### src/hw/rtl/mts_ram.sv
module mts_ram #(
	parameter int WIDTH = 8,
	parameter int DEPTH = 16
) (
	input  logic                     clk,
	input  logic                     we,
	input  logic [$clog2(DEPTH)-1:0] waddr,
	input  logic [WIDTH-1:0]         wdata,
	input  logic [$clog2(DEPTH)-1:0] raddr,
	output logic [WIDTH-1:0]         rdata
);

	logic [WIDTH-1:0] mem_q [DEPTH];

	always_ff @(posedge clk) begin
		if (we) begin
			mem_q[waddr] <= wdata;
		end
		rdata <= mem_q[raddr];
	end

endmodule

### config.mk
export PLATFORM = sky130hd
export DESIGN_NAME = mts_ram
export DESIGN_NICKNAME = d
export VERILOG_FILES = /design/src/hw/rtl/mts_ram.sv
export SDC_FILE = /design/constraint.sdc
export NUM_CORES = 1
export LEC_CHECK = 0
export ABC_AREA = 1
export CAP_MARGIN = 20
export CORE_MARGIN = 1
export CORE_UTILIZATION = 63
export DETAILED_ROUTE_END_ITERATION = 7
export DONT_BUFFER_PORTS = 1
export PLACE_DENSITY_LB_ADDON = 0.2
export SYNTH_ARGS = -nofsm -noshare
export SYNTH_HDL_FRONTEND = slang
export SYNTH_SLANG_ARGS = --single-unit
### constraint.sdc
create_clock -name clk -period 1.1 [get_ports clk]
set_input_delay 0 -clock clk [delete_from_list [all_inputs] [get_ports clk]]
set_output_delay 0 -clock clk [all_outputs]
set_load 0.05 [all_outputs]
# --- Word level (Yosys, flattened, before mapping) ---
# Memories as Yosys holds them, arrays and structs flattened. A register that Yosys moved wholly into a read port is not among the register bits.
# Index checks and enable logic that the tools add are counted.
word_totals:
  ff_bits: 0
  ram_bits: 128
  input_bits: 18
  output_inout_bits: 8
  elab_cells: 3
  memories: 1
mem_list:
  columns: ["name", "words", "width", "read_ports", "rd_ports_with_merged_regs", "write_ports", "line_no", "text"]
  rows:
  - ["mem_q", 16, 8, 1, 1, 1, "13", "logic [WIDTH-1:0] mem_q [DEPTH];"]
classes:
  n_mux: 2
op_table:
  columns: ["operator", "count"]
  rows:
  - ["2-to-1 mux 1 bit", 2]

# --- Logic depth before layout (Yosys ltp) ---
depth:
  word_depth: 2
  ltp_mapped: 8
  depth_no_buf: 7

# --- Worst setup path after synthesis ---
# OpenSTA, ideal clock, no wires.
synth_path:
  path_kind: "in2reg"
  from: "in waddr[2]"
  to: "mem mem_q[10][0] (enable)"
  setup_time_ns: 0.370
  t_arrival_ns: 0.581
  t_required_ns: 0.730
  slack_ns: 0.149
  stages: 2
  path_buffers: 0
  path_cell_list: "nand3b_1 nor2_1"
synth_lines:
  columns: ["element", "line_no", "text"]
  rows:
  - ["start: declaration", "7", "input logic [$clog2(DEPTH)-1:0] waddr,"]
  - ["end: declaration", "13", null]
# No word-level cell before the write port.

==> out/qor.csv <==
stage,metric,value,unit
status,status,"complete, but fails checks",
status,violations,"design-rule violations, negative hold slack",
grt,grt_overflow,0,
clock_network,clkTransAtPathRegs,60,ps
critical_path,cp-end-kind,register,
critical_path,critical_path_class,reg -> reg,
detailed_routing,dr.pass1.iters,8,
sta,fin_worst_skew,12.5,ps
sta,clock.fmax,946,MHz
grt,grt_pass1_wl,20000,um
yosys,synth_xor_area_share,0,%
pwr,p_per_area,1850,nW/um2
critical_path,worst-r2r-setup-slack,40,ps
clock_network,insertion_delay,540,ps
pwr,p_leak,2.90,nW
detailed_routing,drt_iter0_drc,381,
sta,hold_violations,8,
critical_path,worstPathArrival,1490,ps
detailed_routing,antenna_left,0,
sta,worst_slack,43.2,ps
critical_path,cp_data_required_time,1540,ps
hold_path,hold_path_class,in -> reg,
yosys,syn-num-nets,569,
sta,finalMaxSlewViolations,0,
critical_path,r2r_cells,6,
clock_network,cts_root_buffer,clkbuf_8,
detailed_routing,wl_per_cell,18.4,um
floorplan,die_h,97.7,um
yosys,synthMuxAreaShare,0,%
sta,fin_crit,1060,ps
yosys,synth_compound_area_share,0,%
floorplan,initial_core_util,65.5,%
sta,period_share,96.1,%
finish,fin_nets,600,
detailed_routing,vias_per_cell,5.49,
placed_design,place_congestion,0.849,
floorplan,die_w,97.7,um
sta,rsz0062_at_grt,no,
yosys,synth_cell_type_count,12,
yosys,synth_warnings,0,
finish,drive_above_1_share,10.6,%
grt,antenna_found_initial,0,
yosys,synth_cells,551,
floorplan,rows,34,
floorplan,coreArea,8810,um2
placed_design,port_buffers,0,
clock_network,cts_hold_buf,13,
clock_network,htree_levels,4,
yosys,avgSynthCellArea,10.5,um2
sta,whs,-312,ps
run,cap_violations,0,
placed_design,dp_hpwl,7280,um
clock_network,cts_buffers,17,
critical_path,worstPathMaxFanout,1,
finish,syn2layout_area_growth,15.9,%
clock_network,cts_sinks,136,
yosys,post_synth_instance_area,5770,um2
yosys,ys_ff_latch,136,
yosys,yosys.area_share.simple,21.0,%
finish,n_antenna_cell,0,
grt,grt_pass1_vias,3796,
hold_path,holdPathStages,3,
sta,worst_pin_slew,705,ps
yosys,synth_fa_ha_area_share,0,%
floorplan,ios,26,
floorplan,die-area,9540,um2
sta,setup_viol,0,
critical_path,critPathLaunchType,register,
clock_network,tritoncts,done,
sta,setup_tns,0,ps
yosys,seq_area_frac_synth,69.4,%
pwr,vdd_drop_max,1.23,mV
detailed_routing,routed_wl,12900,um
detailed_routing,vias,3860,
grt,grt_start_max_net_pins,66,
placed_design,post-place-ws,94.9,ps
clock_network,cts_buffer_depth,2,
detailed_routing,drc,2,
sta,maxSlewHeadroom,52.9,%
grt,grt_usage,29.2,%
yosys,synth_top_family_by_area,simple AND/OR/NAND/NOR gates,
placed cells by master, fill, tap and decap left out, types with 4 or more instances in the layout:
| cell type | count |
|---|---|
| nor2_1 | 17 |
| buf_4 | 21 |
| nand2_1 | 173 |
| dfxtp_2 | 6 |
| clkbuf_16 | 16 |
| edfxtp_1 | 128 |
| clkbuf_8 | 4 |
| dlygate4sd3_1 | 12 |
| nand3_1 | 97 |
| inv_1 | 100 |
state kept, by name (all words and copies together) (netlist names):
register and cells:
rdata 8, mem_q 128
logic make-up after synthesis:
| kind of cell | after synthesis |
|---|---|
| buffers and inverters | 126 |
| flip-flops | 136 |
| AND/OR/NAND/NOR | 289 |
timing repair:
| item | in CTS | in global routing |
|---|---|---|
| endpoints found under the hold margin | 192 | 8 |
| resized for setup | 6 | 0 |
| setup buffers | 0 | 0 |
| setup endpoints to repair | 6 | 0 |
per-stage QoR:
step | instance area, um2 | hold slack [ps] | total power [mW] | instances | utilization [%]
floorplan | 5770 | 98.9 | 6.46 | 551 | -
global placement | 5930 | 99.6 | 6.53 | 658 | 67.4
detailed placement | 5930 | 99.6 | 6.55 | 658 | 67.4
CTS | 6690 | -315 | 12.3 | 703 | 75.9
global route | 6690 | -293 | 12.6 | 703 | 75.9
finish | 6690 | -312 | 12.3 | 703 | 75.9
power by group:
| part | total, mW | leakage (nW) | internal, mW | switching [mW] |
|---|---|---|---|---|
| Sequential | 5.93 | 1.22 | 5.80 | 0.133 |
| Clock | 5.74 | 0.290 | 3.63 | 2.11 |
| Combinational | 0.671 | 1.38 | 0.217 | 0.454 |
| Total | 12.3 | 2.90 | 9.65 | 2.70 |
synthesized netlist by cell type:
master | instances | area (um2)
buf_1 | 1 | 3.75
inv_2 | 2 | 7.51
nand2_1 | 173 | 649
buf_2 | 13 | 65.1
nand3_1 | 97 | 485
buf_4 | 4 | 30.0
nor2_1 | 17 | 63.8
dfxtp_1 | 8 | 160
buf_6 | 6 | 67.6
nand3b_1 | 2 | 15.0
edfxtp_1 | 128 | 3840
inv_1 | 100 | 375
path summary, 6_finish.rpt:
check | to | startpoint
hold / removal | rdata[5] | raddr[2]
setup reg to reg | rdata[0] | mem_q[4][0]
setup / recovery | rdata[0] | mem_q[4][0]
hold reg to reg | rdata[0] | mem_q[11][0]
layout make-up:
type	count	area [um2]
Tap cell	108	135
Multi-Input combinational cell	289	1210
Timing Repair Buffer	36	338
Clock buffer	21	459
Fill cell	547	2120
Clock inverter	11	145
Inverter	102	383
Sequential cell	136	4010
worst max-delay path: stages (launching register included):
cell	delay, ps
edfxtp_1	380
inv_1	70
nand2_1	50
nand3_1	90
nand3_1	140
nand3_1	160
nand2_1	60
layer usage:
| layer | GRT usage (%) | vias to the layer above | wire length [um] | part of all wire (%) |
|---|---|---|---|---|
| li1 | - | 1837 | - | - |
| met1 | 37.6 | 1789 | 4980 | 38 |
| met2 | 47.6 | 189 | 6350 | 49 |
| met3 | 5.90 | 45 | 1170 | 9.1 |
| met4 | 14.5 | 0 | 446 | 3.4 |
| met5 | 0 | - | 0 | 0 |
Power figures use the tool's default switching activity.
