$ cat src/hw/rtl/mts_pkg.sv
package mts_pkg;

	// Note memory depth; a power of two, so address wrap is a plain truncation.
	localparam int SONG_DEPTH = 256;
	localparam int MEM_AW     = $clog2(SONG_DEPTH);

	localparam int FREQ_W  = 16;
	localparam int DIV_W   = 5;
	localparam int ENTRY_W = DIV_W + FREQ_W;
	localparam int MS_W    = 10;
	localparam int IDX_W   = 9;
	localparam int TR_W    = 5;
	localparam int START_W = 8;
	localparam int SUM_W   = 13;
	localparam int CNT_W   = $clog2(MS_W + 1);

	localparam logic [MS_W-1:0] DVD_MS = MS_W'(1000);
	localparam logic [MS_W-1:0] DVD_TR = MS_W'(16);

	typedef enum logic [2:0] {
		OP_TICK  = 3'd0,
		OP_PLAY  = 3'd1,
		OP_STOP  = 3'd2,
		OP_PAUSE = 3'd3,
		OP_LOAD  = 3'd4
	} op_t;

	typedef enum logic [2:0] {
		ST_IDLE,
		ST_READ,
		ST_DIV_MS,
		ST_DIV_TR,
		ST_EMIT
	} state_t;

	typedef struct packed {
		logic              start;
		logic [MS_W-1:0]   dividend;
		logic [DIV_W-1:0]  divisor;
	} div_req_t;

	typedef struct packed {
		logic              done;
		logic [MS_W-1:0]   quotient;
	} div_rsp_t;

	// Address wrap modulo SONG_DEPTH.
	function automatic logic [MEM_AW-1:0] mem_addr(input logic [SUM_W-1:0] a);
		return a[MEM_AW-1:0];
	endfunction

endpackage

$ cat src/hw/rtl/mts_div.sv
// Restoring divider, one quotient bit per cycle.
module mts_div
	import mts_pkg::*;
(
	input  logic     clk,
	input  logic     arst_n,
	input  div_req_t req,
	output div_rsp_t rsp
);

	logic [MS_W-1:0]  work_q;   // dividend shifts out the top, quotient in the bottom
	logic [DIV_W-1:0] rem_q;
	logic [CNT_W-1:0] cnt_q;
	logic             done_q;
	logic [DIV_W:0]   trial;
	logic [DIV_W:0]   diff;
	logic             fits;

	assign trial = {rem_q, work_q[MS_W-1]};
	assign diff  = trial - {1'b0, req.divisor};
	assign fits  = trial >= {1'b0, req.divisor};

	always_ff @(posedge clk or negedge arst_n) begin
		if (!arst_n) begin
			cnt_q  <= '0;
			done_q <= 1'b0;
		end else if (req.start) begin
			cnt_q  <= CNT_W'(MS_W);
			done_q <= 1'b0;
		end else if (cnt_q != '0) begin
			cnt_q  <= cnt_q - 1'b1;
			done_q <= (cnt_q == CNT_W'(1));
		end else begin
			done_q <= 1'b0;
		end
	end

	always_ff @(posedge clk) begin
		if (req.start) begin
			work_q <= req.dividend;
			rem_q  <= '0;
		end else if (cnt_q != '0) begin
			work_q <= {work_q[MS_W-2:0], fits};
			rem_q  <= fits ? diff[DIV_W-1:0] : trial[DIV_W-1:0];
		end
	end

	assign rsp.done     = done_q;
	assign rsp.quotient = work_q;

endmodule

$ cat config.mk
export PLATFORM = sky130hd
export DESIGN_NAME = mts_div
export DESIGN_NICKNAME = d
export VERILOG_FILES = /design/src/hw/rtl/mts_pkg.sv /design/src/hw/rtl/mts_div.sv
export SDC_FILE = /design/constraint.sdc
export NUM_CORES = 1
export LEC_CHECK = 0
export BUFFER_PORTS_ARGS = -buffer_cell sky130_fd_sc_hd__buf_2
export CORE_ASPECT_RATIO = 1.75
export CORE_MARGIN = 2
export CORE_UTILIZATION = 34
export CTS_CLUSTER_DIAMETER = 120
export CTS_CLUSTER_SIZE = 16
export DETAILED_ROUTE_END_ITERATION = 7
export HOLD_SLACK_MARGIN = 0.08
export PLACE_DENSITY = 0.59
export SKIP_LAST_GASP = 1
export SLEW_MARGIN = 20
export SYNTH_ARGS = -nofsm -noshare
export SYNTH_HDL_FRONTEND = slang
export SYNTH_SLANG_ARGS = --single-unit
$ cat constraint.sdc
create_clock -name clk -period 2.65 [get_ports clk]
set_input_delay 0.1325 -clock clk [delete_from_list [all_inputs] [get_ports clk]]
set_output_delay 0.1325 -clock clk [all_outputs]
set_load 0.01 [all_outputs]
# Yosys cells after proc, flatten, opt, wreduce, memory -nomap -nowiden
# Cells that the tools add are included.
# W data, S select, Z words.
[classes]
addsub = 2
magnitude_cmp = 1
n_eq_ne = 1
n_mux = 7
n_reduce_logical = 2
[op_table]
columns = ["cell", "count"]
rows = [
  ["$mux W10", 2],
  ["$mux W4", 2],
  ["$ge A6 B5 Y1", 1],
  ["$mux W5", 1],
  ["$sub A5 B5 Y5", 1],
  ["$eq A4 B1 Y1 const B", 1],
  ["$reduce_bool A4 Y1", 1],
  ["$sub A4 B1 Y4 const B", 1],
  ["$mux W1", 2],
  ["$reduce_bool A2 Y1", 1],
]
[totals]
register_bits = 20
inputBits = 18
output_inout_bits = 11
word_cells = 17

# Depth between registers and ports, before layout
[depth]
word_depth = 3
mapped_depth = 9
mapped_depth_nobuf = 8

# Worst setup path before layout
# No wires, ideal clock.
[synth_timing]
path_type = "reg-to-reg"
from = "register work_q[9]"
to = "register work_q[0], data pin"
setup_ns = 0.271
arrival_ns = 1.888
required_ns = 2.379
path_slack_ns = 0.491
path_stages_with_launch = 10
n_path_buf = 1
synth_period_minus_slack_ns = 2.159
cell_sequence = "edfxtp_1 -> inv_1 -> ha_1 -> inv_1 -> fa_1 -> a211o_1 -> and3_4 -> buf_6 -> nor3_1 -> a21oi_1"
[synth_between]
elab_chain_cells = 3
[synth_rtl]
columns = ["element", "line_no", "text"]
rows = [
  ["start: declaration", "mts_div.sv:11", "logic [MS_W-1:0] work_q;"],
  ["start signal: assignment", "mts_div.sv:40", "work_q <= req.dividend;"],
  ["start signal: assignment", "mts_div.sv:43", "work_q <= {work_q[MS_W-2:0], fits};"],
  ["$ge A6 B5 Y1", "mts_div.sv:21", "assign fits = trial >= {1'b0, req.divisor};"],
  ["$mux W10", "mts_div.sv:42", "end else if (cnt_q != '0) begin"],
  ["$mux W10", "mts_div.sv:39", "if (req.start) begin"],
]
# No other way between the ends. The select of a mux whose other input is x is not followed.
# A chain may end at the register's enable or synchronous reset.

# Worst setup path after layout
[layout_timing]
from = "register work_q[9]"
to = "register rem_q[4]"
[layout_between]
elab_chain_cells = 2
elab_cells_between_ends = 3
classes_between = "add/sub: 1; order compare: 1; mux: 1"
[layout_rtl]
columns = ["element", "line_no", "text"]
rows = [
  ["$sub A5 B5 Y5 or $ge A6 B5 Y1 (tied branches)", "mts_div.sv:20, mts_div.sv:21", ""],
  ["$mux W5 *", "mts_div.sv:44", "rem_q <= fits ? diff[DIV_W-1:0] : trial[DIV_W-1:0];"],
  ["end signal: assignment", "mts_div.sv:44", ""],
  ["end: declaration", "mts_div.sv:12", "logic [DIV_W-1:0] rem_q;"],
]
# Mark *: on every way between the ends. The rest lies on a longest branch, timed or not.

==> summary.txt <==
Worst setup path
  – Worst reg2reg path depth: 8
  – FF-to-FF setup slack: 0.48 ns
  – R2R Path End: rem_q[4]
  – Crit path DAT: 2.31 ns
  – Critical path class: reg2reg
  – Critical path peak fanout: 3
  – Setup crit start kind: flop
  – Cell mode on critical path: inv_1
  – CP peak stage delay: 0.46 ns
  – Crit. End Element: flop
  – Cells along the critical path: inv_1 -> ha_1 -> inv_1 -> fa_1 -> a211o_1 -> a211o_2 -> a31oi_1 -> o32ai_1
  – CP max stage cell: edfxtp_1
  – Crit path required time: ~2.8 ns
  – Reg-to-Reg Start: work_q[9]

Floorplan
  – Die H: 82.71 um
  – Core area: 3398 um2
  – I/O Pins: 29
  – Initial Util: 35.42%
  – Die Wd: between 40 and 50 um
  – Cell Rows: 28
  – Die Area: 4051 um2

Logic synthesis
  – Post-synth EDFFs: 10
  – Synth cell types: 40
  – Cell with the most instances after synthesis: inv_1
  – Synth Register Bits: 20
  – List of most frequent post-synthesis cells: 11 x inv_1, 10 x edfxtp_1, 9 x mux2_2, 8 x ha_1, 7 x nor2_1
  – Register area share after synthesis: 43.66%
  – Synth top area share: approximately a quarter
  – Dominant register cell in the synthesized netlist: edfxtp_1
  – Dominant cells by area after synthesis: edfxtp_1 25%, dfrtp_1 10%, mux2_2 8.4%
  – Area leader, netlist: edfxtp_1
  – Syn Inst Count: 110
  – Ys async rst share: 25.00%
  – Syn Area/Cell: 10.94 um2
  – Syn Nets: between 100 and 150
  – Yosys warns: 0
  – Mapped Area: 1204 um2

Timing
  – Setup TNS: 0 ns
  – Worst setup margin: between 0.4 and 0.5 ns
  – Endpoints failing setup: 0
  – Period utilisation layout: slightly above 80%
  – Slew headroom: about 69%
  – Final Hold Fails: 0
  – Hold_ws: 0.1624 ns
  – Clk_skew: 0.007971 ns
  – Fin. max-slew vios: 0
  – RSZ-0062 raised after global routing: false
  – Period minus WS final: 2.173 ns
  – F_max: about 460 MHz
  – Least-Margin Pin Slew: 0.4645 ns

Layout
  – Share of layout cells above drive strength 1: 37.68%
  – Area grow syn2layout: 20.69%
  – Fillers: ~340
  – Antenna Cells: 0
  – Final #Nets: between 150 and 200
  – Final design utilization: 42.75%

Routing
  – Vias per cell: 5.022
  – Vias: 919
  – Wire per inst: 13.65 um
  – Pre-antenna DRT Iters: 3
  – DR iter-0 viols: 13
  – Top layer in use: met4
  – Post-route ant nets: 0
  – DRT met1 WL: 1019 um
  – DRC: 0
  – Met2 Wirelength: between 1000 and 1500 um
  – Met3 wire len: 59 um
  – Final WL: 2498 um

Pwr
  – Worst vdd ir: 0.3833 mV
  – P_leak: about 0.65 nW
  – Pwr dens: 773.0 nW/um2

CTS
  – CTS buffer count: 3
  – Root buffer cell: clkbuf_8
  – Later-pin clock latency in the skew report: about 0.26 ns
  – # Post-CTS Setup Buffers: 0
  – Clock sinks: 20
  – TritonCTS clock tree: done
  – CTS max path bufs: 2
  – Reg clk slew, reported paths: 0.08 ns
  – Htree depth: 1

Hold path
  – Tightest Hold Check Type: in2reg
  – Hold Startpoint: req[9]
  – Worst Hold End: work_q[4]
  – Hold path cells: 2

Place
  – Post-DP HPWL: 1960 um
  – I/O Buffers: 28
  – Gp weighted congestion: about 0.77
  – Post-place setup slack: 0.4755 ns

Flow run
  – Maximum capacitance violations: 0

GRT
  – Vias in the first global route: around 1k
  – GRT Total Usage: ~14%
  – Total gr overflow: 0
  – First-pass GRT wire length: 4436 um
  – Largest net degree at the start of global routing: 25
  – Antenna violations before repair: 0

Status
  – Status: complete, no violations
==> critical path, delay by kind of cell (launching register included) <==
kind | cells | cell delay, ns
adders and majority gates | 2 | 0.55
DFF | 1 | 0.46
AOI/OAI and AO/OA | 4 | 0.91
buffers and inverters | 2 | 0.13
==> cell families after synthesis <==
group                      Yosys count  share of synthesized area, %
buffers and inverters               17                         6.445
and+or+nand+nor                     34                         18.40
adders and majority gates            9                         9.980
DFF                                 20                         43.66
AOI/OAI and AO/OA                   18                         10.92
xor gates and xnor gates             3                         2.183
muxes                                9                         8.420
==> sequential cells by signal, summed over array words and instances (netlist names) <==
register,cells
work_q,10
done_q,1
cnt_q,4
rem_q,5
==> routing by layer <==
metal  vias to the layer above  GRT usage (%)
met5                         -              0
met4                         0          8.571
met3                         6          1.799
met2                        23          26.44
met1                       436          15.19
li1                        454              -
==> worst max-delay path by stage <==
| stage | from | to | slack [ns] | depth (start not counted) |
|---|---|---|---|---|
| finish | work_q[9] | rem_q[4] | 0.48 | 8 |
| CTS | work_q[9] | rem_q[4] | 0.47 | 8 |
| global placement | work_q[9] | work_q[0] | 0.54 | 8 |
| detailed placement | work_q[9] | rem_q[4] | 0.48 | 8 |
| global route | work_q[9] | rem_q[3] | 0.37 | 8 |
| floorplan | work_q[9] | work_q[0] | 0.49 | 9 |
==> metrics by stage <==
step                total power [mW]  area [um2]  std cells
CTS                            1.134        1453        183
global placement              0.8103        1371        178
global route                   1.197        1453        183
floorplan                     0.7178        1204        110
detailed placement            0.8201        1371        178
finish                         1.123        1453        183
==> report_power, final <==
group	total (mW)	switching [mW]	internal, mW
registers	0.446	0.0521	0.394
clock network	0.310	0.108	0.202
logic	0.366	0.187	0.179
total	1.12	0.347	0.776
==> placed cells by master, fill, tap and decap left out, types with 2 or more instances in the layout <==
cell type  instances
a211o_1            2
a211o_2            2
a21oi_1            2
a311oi_1           2
buf_2             28
clkbuf_8           3
dfrtp_1            5
dfxtp_1            5
edfxtp_1          10
ha_1               8
inv_1             11
mux2_2             9
nand2_1            3
nand2b_1           2
nand3_1            5
nor2_1             7
nor3_1             4
o21ai_0            4
or3_1              2
xnor2_1            3
==> cell type report <==
class                      instances  area [um2]  area share (%)
tap                               45       56.30           3.876
clock inverter                     1       30.03           2.067
clock buffer                       3       41.29           2.842
inverter                          11       41.29           2.842
multi-input combinational         73       600.6           41.34
timing repair buffer              30       157.7           10.85
sequential                        20       525.5           36.18
==> what timing repair did <==
item,in CTS,in global routing
endpoints found under the hold margin,5,0
gates resized for setup,0,0
hold buffers,1,0
No activity file was read; power rests on OpenSTA's default activity.
